[src/rtl/core/spc_pkg.sv]
package spc_pkg;

    localparam int unsigned PositionWidthDef = 16;
    localparam int unsigned TargetW          = 14;
    localparam int unsigned GainW            = 16;
    localparam int unsigned TimeW            = 32;
    localparam int unsigned LimitW           = 7;
    localparam int unsigned DutyW            = 7;
    localparam int unsigned PosOutW          = 16;
    localparam int unsigned AddrW            = 4;
    localparam int unsigned DataW            = 32;

    localparam int unsigned DutyMax          = 100;
    localparam int unsigned IntervalReset    = 10;

    // floor(x/5) = (x*205) >> 10, exact for x below 1024
    localparam int unsigned MagW             = 9;
    localparam int unsigned Div5Mul          = 205;
    localparam int unsigned Div5MulW         = 8;
    localparam int unsigned Div5Shift        = 10;

    typedef enum logic
    {
        OP_SAMPLE = 1'b0,
        OP_TIME   = 1'b1
    } op_e;

    typedef enum logic [1:0]
    {
        REG_TARGET   = 2'd0,
        REG_GAIN     = 2'd1,
        REG_INTERVAL = 2'd2
    } reg_idx_e;

    typedef struct packed
    {
        logic signed [TargetW-1:0] target_position;
        logic [GainW-1:0]          proportional_gain;
        logic [TimeW-1:0]          update_interval;
        logic [LimitW-1:0]         error_limit;
    } cfg_t;

    // floor(100 / (gain + 1))
    function automatic logic [LimitW-1:0] error_limit_f(input logic [GainW-1:0] gain);
        logic [LimitW-1:0] lim;
        if (gain == GainW'(0))       lim = LimitW'(100);
        else if (gain == GainW'(1))  lim = LimitW'(50);
        else if (gain == GainW'(2))  lim = LimitW'(33);
        else if (gain == GainW'(3))  lim = LimitW'(25);
        else if (gain == GainW'(4))  lim = LimitW'(20);
        else if (gain == GainW'(5))  lim = LimitW'(16);
        else if (gain == GainW'(6))  lim = LimitW'(14);
        else if (gain == GainW'(7))  lim = LimitW'(12);
        else if (gain == GainW'(8))  lim = LimitW'(11);
        else if (gain == GainW'(9))  lim = LimitW'(10);
        else if (gain == GainW'(10)) lim = LimitW'(9);
        else if (gain == GainW'(11)) lim = LimitW'(8);
        else if (gain <= GainW'(13)) lim = LimitW'(7);
        else if (gain <= GainW'(15)) lim = LimitW'(6);
        else if (gain <= GainW'(19)) lim = LimitW'(5);
        else if (gain <= GainW'(24)) lim = LimitW'(4);
        else if (gain <= GainW'(32)) lim = LimitW'(3);
        else if (gain <= GainW'(49)) lim = LimitW'(2);
        else if (gain <= GainW'(99)) lim = LimitW'(1);
        else                         lim = LimitW'(0);
        return lim;
    endfunction

endpackage

[src/rtl/core/spc_intf.sv]
interface spc_sample_if;
    logic                        valid;
    logic                        ready;
    logic                        operation;
    logic                        plus_line;
    logic                        minus_line;
    logic [spc_pkg::TimeW-1:0]   time_now;

    modport source (output valid, output operation, output plus_line, output minus_line,
                    output time_now, input ready);
    modport sink   (input valid, input operation, input plus_line, input minus_line,
                    input time_now, output ready);
endinterface

interface spc_result_if;
    logic                               valid;
    logic                               ready;
    logic                               drive_forward;
    logic [spc_pkg::DutyW-1:0]          duty;
    logic signed [spc_pkg::PosOutW-1:0] position_now;

    modport source (output valid, output drive_forward, output duty, output position_now,
                    input ready);
    modport sink   (input valid, input drive_forward, input duty, input position_now,
                    output ready);
endinterface

[src/rtl/core/servo_position_p_controller_top.sv]
// Servo position P controller.
// sample channel: one transaction per tachometer pin sample (operation 0, plus_line and
// minus_line) or per time stamp (operation 1, time_now). A rising plus_line counts the
// position up when minus_line is high, else down. A time stamp more than update_interval
// after the last update starts an update.
// result channel: one transaction per update with drive_forward, duty 0..100 and the
// position count used. Samples and time stamps that start no update give no result.
// APB port: registers target_position at 0x0, proportional_gain at 0x4 and
// update_interval at 0x8; pready is always high. Write only while no update is in flight.
// Throughput: one transaction per cycle on the sample channel while sample.ready is high. A
// result passes through four registers (input, error and saturation, gain product, result
// register fed by the divide by five).
// Reset: position, last update time and edge detector clear, update_interval returns to
// 10, gain and target to 0; no clearing pass.
// Stall: a held result back-fills the pipeline; sample.ready drops only once every
// stage holds an update, and samples stay accepted as long as any stage is free.
module servo_position_p_controller_top
#(
    parameter int unsigned PositionWidth = spc_pkg::PositionWidthDef
)
(
    input  logic                        clk,
    input  logic                        rst_n,
    spc_sample_if.sink                  sample,
    spc_result_if.source                result,
    input  logic                        psel,
    input  logic                        penable,
    input  logic                        pwrite,
    input  logic [spc_pkg::AddrW-1:0]   paddr,
    input  logic [spc_pkg::DataW-1:0]   pwdata,
    output logic [spc_pkg::DataW-1:0]   prdata,
    output logic                        pready
);
    import spc_pkg::*;

    cfg_t                     cfg;
    logic                     accept;
    logic                     start_ready;
    logic                     start_valid;
    logic [TimeW-1:0]         elapsed;
    logic                     armed_reg;
    logic                     armed_next;
    logic [PositionWidth-1:0] position_reg;
    logic [PositionWidth-1:0] position_next;
    logic [TimeW-1:0]         last_time_reg;
    logic [TimeW-1:0]         last_time_next;

    spc_cfg u_cfg
    (
        .clk     (clk),
        .rst_n   (rst_n),
        .psel    (psel),
        .penable (penable),
        .pwrite  (pwrite),
        .paddr   (paddr),
        .pwdata  (pwdata),
        .prdata  (prdata),
        .pready  (pready),
        .cfg     (cfg)
    );

    assign sample.ready = start_ready;
    assign accept       = sample.valid && start_ready;
    assign elapsed      = sample.time_now - last_time_reg;
    assign start_valid  = accept && (sample.operation == OP_TIME)
                          && (elapsed > cfg.update_interval);

    always_comb
    begin
        armed_next     = armed_reg;
        position_next  = position_reg;
        last_time_next = last_time_reg;
        if (accept && (sample.operation == OP_SAMPLE))
        begin
            if (!armed_reg && sample.plus_line)
            begin
                position_next = sample.minus_line ? position_reg + PositionWidth'(1)
                                                  : position_reg - PositionWidth'(1);
                armed_next    = 1'b1;
            end
            else if (armed_reg && !sample.plus_line)
            begin
                armed_next = 1'b0;
            end
        end
        if (start_valid)
        begin
            last_time_next = sample.time_now;
        end
    end

    always_ff @(posedge clk or negedge rst_n)
    begin
        if (!rst_n)
        begin
            armed_reg     <= 1'b0;
            position_reg  <= '0;
            last_time_reg <= '0;
        end
        else
        begin
            armed_reg     <= armed_next;
            position_reg  <= position_next;
            last_time_reg <= last_time_next;
        end
    end

    spc_update #(.PositionWidth(PositionWidth)) u_update
    (
        .clk         (clk),
        .rst_n       (rst_n),
        .cfg         (cfg),
        .start_valid (start_valid),
        .start_ready (start_ready),
        .start_pos   (position_reg),
        .result      (result)
    );

    a_pos_step: assert property (@(posedge clk) disable iff (!rst_n)
        1'b1 |=> ((position_reg == $past(position_reg))
                  || (position_reg == $past(position_reg) + PositionWidth'(1))
                  || (position_reg == $past(position_reg) - PositionWidth'(1))))
        else $error("position moved by more than one count");

    a_time_hold: assert property (@(posedge clk) disable iff (!rst_n)
        !start_valid |=> $stable(last_time_reg))
        else $error("last update time changed without an update");

endmodule

[src/rtl/core/spc_cfg.sv]
module spc_cfg
(
    input  logic                        clk,
    input  logic                        rst_n,
    input  logic                        psel,
    input  logic                        penable,
    input  logic                        pwrite,
    input  logic [spc_pkg::AddrW-1:0]   paddr,
    input  logic [spc_pkg::DataW-1:0]   pwdata,
    output logic [spc_pkg::DataW-1:0]   prdata,
    output logic                        pready,
    output spc_pkg::cfg_t               cfg
);
    import spc_pkg::*;

    logic                      wr_en;
    reg_idx_e                  idx;
    logic signed [TargetW-1:0] target_reg;
    logic [GainW-1:0]          gain_reg;
    logic [TimeW-1:0]          interval_reg;
    logic [LimitW-1:0]         limit_reg;

    assign pready = 1'b1;
    assign wr_en  = psel && penable && pwrite;
    assign idx    = reg_idx_e'(paddr[3:2]);

    always_ff @(posedge clk or negedge rst_n)
    begin
        if (!rst_n)
        begin
            target_reg   <= '0;
            gain_reg     <= '0;
            interval_reg <= TimeW'(IntervalReset);
            limit_reg    <= LimitW'(DutyMax);
        end
        else if (wr_en)
        begin
            case (idx)
                REG_TARGET:   target_reg   <= pwdata[TargetW-1:0];
                REG_GAIN:
                begin
                    gain_reg  <= pwdata[GainW-1:0];
                    limit_reg <= error_limit_f(pwdata[GainW-1:0]);
                end
                REG_INTERVAL: interval_reg <= pwdata[TimeW-1:0];
                default:      ;
            endcase
        end
    end

    always_comb
    begin
        case (idx)
            REG_TARGET:   prdata = DataW'(unsigned'(target_reg));
            REG_GAIN:     prdata = DataW'(gain_reg);
            REG_INTERVAL: prdata = DataW'(interval_reg);
            default:      prdata = '0;
        endcase
    end

    assign cfg.target_position   = target_reg;
    assign cfg.proportional_gain = gain_reg;
    assign cfg.update_interval   = interval_reg;
    assign cfg.error_limit       = limit_reg;

    a_limit_floor: assert property (@(posedge clk) disable iff (!rst_n)
        (32'(limit_reg) * (32'(gain_reg) + 32'd1)) <= 32'(DutyMax))
        else $error("error limit exceeds floor of 100/(gain+1)");

endmodule

[src/rtl/core/spc_update.sv]
module spc_update
#(
    parameter int unsigned PositionWidth = spc_pkg::PositionWidthDef
)
(
    input  logic                     clk,
    input  logic                     rst_n,
    input  spc_pkg::cfg_t            cfg,
    input  logic                     start_valid,
    output logic                     start_ready,
    input  logic [PositionWidth-1:0] start_pos,
    spc_result_if.source             result
);
    import spc_pkg::*;

    localparam int unsigned EW   = ((PositionWidth > 17) ? PositionWidth : 17) + 1;
    localparam int unsigned ProdW = GainW + MagW;
    localparam int unsigned QW    = MagW + Div5MulW;

    logic                     s1_valid_reg;
    logic [PositionWidth-1:0] s1_pos_reg;
    logic                     s2_valid_reg;
    logic                     s2_sat_reg;
    logic                     s2_neg_reg;
    logic [MagW-1:0]          s2_mag_reg;
    logic [PosOutW-1:0]       s2_pos_reg;
    logic                     s3_valid_reg;
    logic                     s3_sat_reg;
    logic                     s3_neg_reg;
    logic [MagW-1:0]          s3_prod_reg;
    logic [PosOutW-1:0]       s3_pos_reg;
    logic                     o_valid_reg;
    logic                     o_fwd_reg;
    logic [DutyW-1:0]         o_duty_reg;
    logic [PosOutW-1:0]       o_pos_reg;

    logic                     o_ready;
    logic                     s3_ready;
    logic                     s2_ready;

    logic signed [EW-1:0]     tgt_ext;
    logic signed [EW-1:0]     pos_ext;
    logic signed [EW-1:0]     lim_ext;
    logic signed [EW-1:0]     e5;
    logic signed [EW-1:0]     lim5;
    logic [EW-1:0]            mag_full;
    logic                     sat;
    logic                     neg;
    logic [ProdW-1:0]         prod_full;
    logic [QW-1:0]            q_full;
    logic [DutyW-1:0]         quot;

    assign o_ready     = !o_valid_reg || result.ready;
    assign s3_ready    = !s3_valid_reg || o_ready;
    assign s2_ready    = !s2_valid_reg || s3_ready;
    assign start_ready = !s1_valid_reg || s2_ready;

    // error in fifths of a count and saturation decision
    always_comb
    begin
        tgt_ext  = EW'(cfg.target_position);
        pos_ext  = EW'(signed'(s1_pos_reg));
        lim_ext  = EW'(signed'({1'b0, cfg.error_limit}));
        e5       = (tgt_ext <<< 2) + tgt_ext - pos_ext;
        lim5     = (lim_ext <<< 2) + lim_ext;
        sat      = (e5 > lim5) || (e5 < -lim5);
        neg      = e5[EW-1];
        mag_full = neg ? unsigned'(-e5) : unsigned'(e5);
    end

    assign prod_full = ProdW'(cfg.proportional_gain) * ProdW'(s2_mag_reg);
    assign q_full    = QW'(s3_prod_reg) * QW'(Div5Mul);
    assign quot      = q_full[Div5Shift+DutyW-1:Div5Shift];

    always_ff @(posedge clk or negedge rst_n)
    begin
        if (!rst_n)
        begin
            s1_valid_reg <= 1'b0;
            s2_valid_reg <= 1'b0;
            s3_valid_reg <= 1'b0;
            o_valid_reg  <= 1'b0;
        end
        else
        begin
            if (start_ready)
            begin
                s1_valid_reg <= start_valid;
            end
            if (s2_ready)
            begin
                s2_valid_reg <= s1_valid_reg;
            end
            if (s3_ready)
            begin
                s3_valid_reg <= s2_valid_reg;
            end
            if (o_ready)
            begin
                o_valid_reg <= s3_valid_reg;
            end
        end
    end

    always_ff @(posedge clk)
    begin
        if (start_ready && start_valid)
        begin
            s1_pos_reg <= start_pos;
        end
        if (s2_ready && s1_valid_reg)
        begin
            s2_sat_reg <= sat;
            s2_neg_reg <= neg;
            s2_mag_reg <= mag_full[MagW-1:0];
            s2_pos_reg <= PosOutW'(s1_pos_reg);
        end
        if (s3_ready && s2_valid_reg)
        begin
            s3_sat_reg  <= s2_sat_reg;
            s3_neg_reg  <= s2_neg_reg;
            s3_prod_reg <= prod_full[MagW-1:0];
            s3_pos_reg  <= s2_pos_reg;
        end
        if (o_ready && s3_valid_reg)
        begin
            o_fwd_reg  <= !s3_neg_reg && (s3_sat_reg || (quot != '0));
            o_duty_reg <= s3_sat_reg ? DutyW'(DutyMax) : quot;
            o_pos_reg  <= s3_pos_reg;
        end
    end

    assign result.valid         = o_valid_reg;
    assign result.drive_forward = o_fwd_reg;
    assign result.duty          = o_duty_reg;
    assign result.position_now  = signed'(o_pos_reg);

    a_prod_in_range: assert property (@(posedge clk) disable iff (!rst_n)
        (s2_valid_reg && !s2_sat_reg) |-> (prod_full < ProdW'(5 * DutyMax)))
        else $error("unsaturated product out of range");

    a_duty_max: assert property (@(posedge clk) disable iff (!rst_n)
        o_valid_reg |-> (o_duty_reg <= DutyW'(DutyMax)))
        else $error("duty above maximum");

endmodule
[src/flat_wrapper.sv]
// flat-port wrapper written by rule: the top's interface ports become plain ports
module servo_position_p_controller_top_flat import spc_pkg::*;
#(
    parameter int unsigned PositionWidth = spc_pkg::PositionWidthDef
)
  (clk, rst_n, psel, penable, pwrite, paddr, pwdata, prdata, pready, sample_valid, sample_operation, sample_plus_line, sample_minus_line, sample_time_now, sample_ready, result_valid, result_drive_forward, result_duty, result_position_now, result_ready);
  spc_sample_if sample_i ();
  spc_result_if result_i ();
  input  logic clk;
  input  logic rst_n;
  input  logic psel;
  input  logic penable;
  input  logic pwrite;
  input  logic [spc_pkg::AddrW-1:0] paddr;
  input  logic [spc_pkg::DataW-1:0] pwdata;
  output logic [spc_pkg::DataW-1:0] prdata;
  output logic pready;
  input wire logic [$bits(sample_i.valid)-1:0] sample_valid;
  input wire logic [$bits(sample_i.operation)-1:0] sample_operation;
  input wire logic [$bits(sample_i.plus_line)-1:0] sample_plus_line;
  input wire logic [$bits(sample_i.minus_line)-1:0] sample_minus_line;
  input wire logic [$bits(sample_i.time_now)-1:0] sample_time_now;
  output wire logic [$bits(sample_i.ready)-1:0] sample_ready;
  output wire logic [$bits(result_i.valid)-1:0] result_valid;
  output wire logic [$bits(result_i.drive_forward)-1:0] result_drive_forward;
  output wire logic [$bits(result_i.duty)-1:0] result_duty;
  output wire logic [$bits(result_i.position_now)-1:0] result_position_now;
  input wire logic [$bits(result_i.ready)-1:0] result_ready;
  assign sample_i.valid = sample_valid;
  assign sample_i.operation = sample_operation;
  assign sample_i.plus_line = sample_plus_line;
  assign sample_i.minus_line = sample_minus_line;
  assign sample_i.time_now = sample_time_now;
  assign sample_ready = sample_i.ready;
  assign result_valid = result_i.valid;
  assign result_drive_forward = result_i.drive_forward;
  assign result_duty = result_i.duty;
  assign result_position_now = result_i.position_now;
  assign result_i.ready = result_ready;
  servo_position_p_controller_top #(.PositionWidth(PositionWidth)) u_core (.clk(clk), .rst_n(rst_n), .sample(sample_i), .result(result_i), .psel(psel), .penable(penable), .pwrite(pwrite), .paddr(paddr), .pwdata(pwdata), .prdata(prdata), .pready(pready));
endmodule
[config.mk]
export PLATFORM = sky130hd
export DESIGN_NAME = servo_position_p_controller_top_flat
export DESIGN_NICKNAME = d
export VERILOG_FILES = /design/src/rtl/core/spc_pkg.sv /design/src/rtl/core/spc_intf.sv /design/src/rtl/core/servo_position_p_controller_top.sv /design/src/rtl/core/spc_cfg.sv /design/src/rtl/core/spc_update.sv /design/src/flat_wrapper.sv
export SDC_FILE = /design/constraint.sdc
export NUM_CORES = 1
export LEC_CHECK = 0
export BUFFER_PORTS_ARGS = -buffer_cell sky130_fd_sc_hd__buf_2
export CAP_MARGIN = 20
export CORE_MARGIN = 10
export CORE_UTILIZATION = 45
export DETAILED_ROUTE_END_ITERATION = 12
export GPL_TIMING_DRIVEN = 0
export PLACE_DENSITY = 0.75
export SETUP_SLACK_MARGIN = 0.2
export SLEW_MARGIN = 10
export SYNTH_ARGS = -nofsm -noshare
export SYNTH_HDL_FRONTEND = slang
export SYNTH_SLANG_ARGS = --single-unit
[constraint.sdc]
create_clock -name clk -period 9.5 [get_ports clk]
set_input_delay 2.375 -clock clk [delete_from_list [all_inputs] [get_ports clk]]
set_output_delay 2.375 -clock clk [all_outputs]
set_load 0.02 [all_outputs]
==> metrics <==
clock-pin slew on the worst setup and hold paths=0.06 ns; Final Hold Vio Count=0; WL/cell=between 15 and 20 um; total chip power=7.29 mW; Seq/Total Area, Yosys=37.6%; diode count=0; Antenna Violating Nets Remaining=0; Site Rows=68; Setup-failing EPs final=0; Ports=between 100 and 150; initial antenna violation count=6; crit path kind=in2reg; total CTS buffers=25; FF-to-FF path depth=18; Netlist Area Pre-Place=between 0.015 and 0.02 mm2; vias post-DR=11,700; CP Capture Type=flip-flop; post-DP HPWL=around 30,000 um; WL final=~36,000 um; htree depth=1; post-layout net count=roughly 2,100; post-route DRC violation count=0; critical path peak fanout=25; Pins Over Slew Limit=0; CTS tree=built; largest net degree at the start of global routing=75; IO Port Bufs=128; GR Overflow Total=0; hold path depth=0; clock sinks=between 200 and 250; flop2flop setup slack=2.53 ns; Final Instance Area=around 0.018 mm2; LEAKAGE=8.44 nW; Post-synth EDFFs=94; RSZ-0062 raised after global routing=no; period utilization=roughly 90%; WHS=approximately 0.42 ns; Hold Path Sink=u_core.u_update.result.position_now[10]$_DFFE_PP_; Peak VDD IR=roughly 0.00031 V; Starting Density=45.4%; max_cap viols=0; CTS Buffer Depth=3; status=completed; min Tclk post-route=8.52 ns; GPL Wtd Cong=approximately 0.9; die area=about 0.043 mm2; die width=a little over 200 um; unique cell type count in the Yosys netlist=between 60 and 70; Worst Max-Slew Pin Slew=~0.95 ns; # hold bufs at CTS=0; Setup Buffers After CTS=0; placed inst area=0.0170 mm2; total global-route track usage=17.1%; CTS Root Cell=clkbuf_16; CP Launch Type=input port; Max Clock Skew=0.0355 ns; layout cell share with drive strength beyond 1=between 10 and 15%; die height=206 um; vias per std cell=between 5 and 6; post-CTS sizing=0; global-route wire length before repair=60,000 um; Post-synth ARST share=56.5%; top_reg_cell synth=dfrtp_1; FMAX=117 MHz; RR Endpoint=u_core.last_time_reg[31]$_DFFE_PN0P_; Worst-Skew Late Latency=roughly 0.55 ns; flops & latches, synth=between 200 and 250; syn nets=1,904; Avg Cell Area, Syn=9.87 um2; area grow syn2layout=14.3%; FF-to-FF Start=u_core.last_time_reg[2]$_DFFE_PN0P_; Syn Inst Count=roughly 1,600; Hold Startpoint=u_core.u_update.s3_pos_reg[10]$_DFFE_PP_; Max-Slew Margin vs Limit=between 30 and 40%; PwrDens=~400 mW/mm2; vias in the first global route=~12,000; Synth warnings=0; Worst EP arrival=8.96 ns; setup TNS=0 ns; DR pass1 iterations=5; Placeable Area=about 0.034 mm2; drt initial violations=between 600 and 700; Tightest Hold Check Type=reg2reg; Worst Path Required=~9.9 ns
[cell usage after synthesis (all sizes together), types with 2 or more instances]
| cell type | n | share of area, % |
|---|---|---|
| o21ai | 110 | 3.5 |
| nand2 | 169 | 4.1 |
| o211ai | 5 | 0.24 |
| o21bai | 7 | 0.34 |
| buf | 4 | 0.13 |
| ha | 192 | 15 |
| mux2 | 47 | 3.4 |
| nor3 | 31 | 0.99 |
| a31oi | 11 | 0.54 |
| edfxtp | 94 | 18 |
| nor4 | 4 | 0.16 |
| a21oi | 81 | 2.6 |
| nand3 | 19 | 0.61 |
| nand2b | 11 | 0.44 |
| nand3b | 2 | 0.096 |
| and3 | 11 | 0.44 |
| a211oi | 5 | 0.24 |
| nor2 | 51 | 1.2 |
| dfstp | 5 | 0.84 |
| a22o | 6 | 0.34 |
| a31o | 4 | 0.22 |
| a2111oi | 2 | 0.11 |
| and2 | 51 | 2.0 |
| o31ai | 4 | 0.19 |
| nand4 | 11 | 0.44 |
| xnor2 | 67 | 3.8 |
| a41oi | 3 | 0.17 |
| mux2i | 18 | 1.2 |
| or3 | 5 | 0.20 |
| nor2b | 15 | 0.60 |
| nor3b | 7 | 0.34 |
| or2 | 7 | 0.28 |
| o22ai | 2 | 0.080 |
| inv | 218 | 5.2 |
| o21a | 15 | 0.72 |
| a311oi | 2 | 0.11 |
| dfrtp | 117 | 19 |
| xor2 | 36 | 2.0 |
| a21o | 30 | 1.4 |
| clkbuf | 28 | 0.67 |
| fa | 49 | 6.3 |
| o41ai | 4 | 0.22 |
| a211o | 8 | 0.45 |
| o311ai | 2 | 0.11 |
| a2111o | 2 | 0.14 |
[layer usage]
layer  vias to the layer above  track usage (%)  wire length [um]
met1                      5591             20.8             15600
met2                       283             30.4             17900
met5                         -                0                76
met3                        67             3.23              1990
met4                        12             4.22               838
li1                       5749                -                 -
[worst max-delay path, cell delays in order]
cell,delay (ns)
buf_2,0.11
ha_1,0.34
nand2_1,0.11
a211o_1,0.29
a311oi_1,0.64
nor2_1,0.15
o21ai_0,0.53
a31oi_1,0.23
o41ai_1,0.45
a21oi_1,0.14
xnor2_1,0.15
ha_1,0.31
nand4_1,0.17
nor4_1,0.68
o21ai_0,0.39
a31oi_1,0.79
buf_2,0.67
mux2_2,0.42
[placed cells by master (no fill, tap or decap), types with 5 or more instances in the layout]
cell / instances
a21o_1: 29
nor3b_1: 7
or2_2: 7
and3_1: 11
bufinv_16: 5
o211ai_1: 5
o21bai_1: 7
dfstp_2: 5
nand4_1: 11
nand2_1: 169
clkinv_2: 6
ha_1: 192
nand2b_1: 11
buf_2: 129
a31oi_1: 10
xnor2_1: 67
clkbuf_1: 29
clkbuf_16: 25
nand3_1: 19
inv_1: 218
a22o_1: 6
nor2b_1: 14
or3_1: 5
a211o_1: 8
fa_1: 49
and2_1: 51
edfxtp_1: 94
a211oi_1: 5
nor3_1: 31
xor2_1: 36
o21a_1: 15
a21oi_1: 81
nor2_1: 51
mux2i_1: 18
dfrtp_1: 117
o21ai_0: 108
mux2_2: 47
[power by group]
part	internal (mW)	total (mW)	leakage [nW]	switching, mW
Clock	0.653	1.05	0.447	0.399
Sequential	1.42	1.63	2.35	0.208
Combinational	2.06	4.61	5.65	2.55
Total	4.13	7.29	8.44	3.16
[kinds of logic after synthesis]
kind of cell	after synthesis	synth area share [%]
AO/OA/AOI/OAI	312	12.3
XOR/XNOR	103	5.77
multiplexers	65	4.53
buffers and inverters	250	6.03
adder cells (fa/ha/maj)	241	21.6
flip-flops	216	37.6
other	1	0.0240
AND/OR/NAND/NOR	397	12.1
[how the worst max path moves through the flow]
stage                        from                                    to  slack (ns)  cells past startpoint
2_1_floorplan  sample_time_now[0]  u_core.last_time_reg[24]$_DFFE_PN0P_        2.65                     20
3_3_place_gp   sample_time_now[0]  u_core.last_time_reg[29]$_DFFE_PN0P_        0.67                     21
3_5_place_dp   sample_time_now[4]  u_core.last_time_reg[31]$_DFFE_PN0P_        0.62                     18
4_1_cts        sample_time_now[0]  u_core.last_time_reg[31]$_DFFE_PN0P_        1.13                     21
5_1_grt        sample_time_now[0]  u_core.last_time_reg[27]$_DFFE_PN0P_        0.75                     21
6_report       sample_time_now[4]  u_core.last_time_reg[31]$_DFFE_PN0P_        0.98                     18
[final cells by class]
class / count / area (um2)
multi-input cells: 1119 / 8830
repair buffers: 134 / 742
well taps: 455 / 569
inverters: 218 / 818
flip-flops and latches: 216 / 5880
plain buffers: 32 / 125
clock inverters: 16 / 231
clock buffers: 30 / 684
fillers: 3066 / 16600
[per-stage QoR]
stage                     util, %  cells  setup slack (ns)
final                        51.9   2220             0.979
after detailed placement     49.2   2172             0.617
after floorplan                 -   1585              2.65
after global placement       48.9   2168             0.666
after CTS                    51.9   2218              1.13
after global routing         51.9   2220             0.747
(Power assumes the default switching activity.)
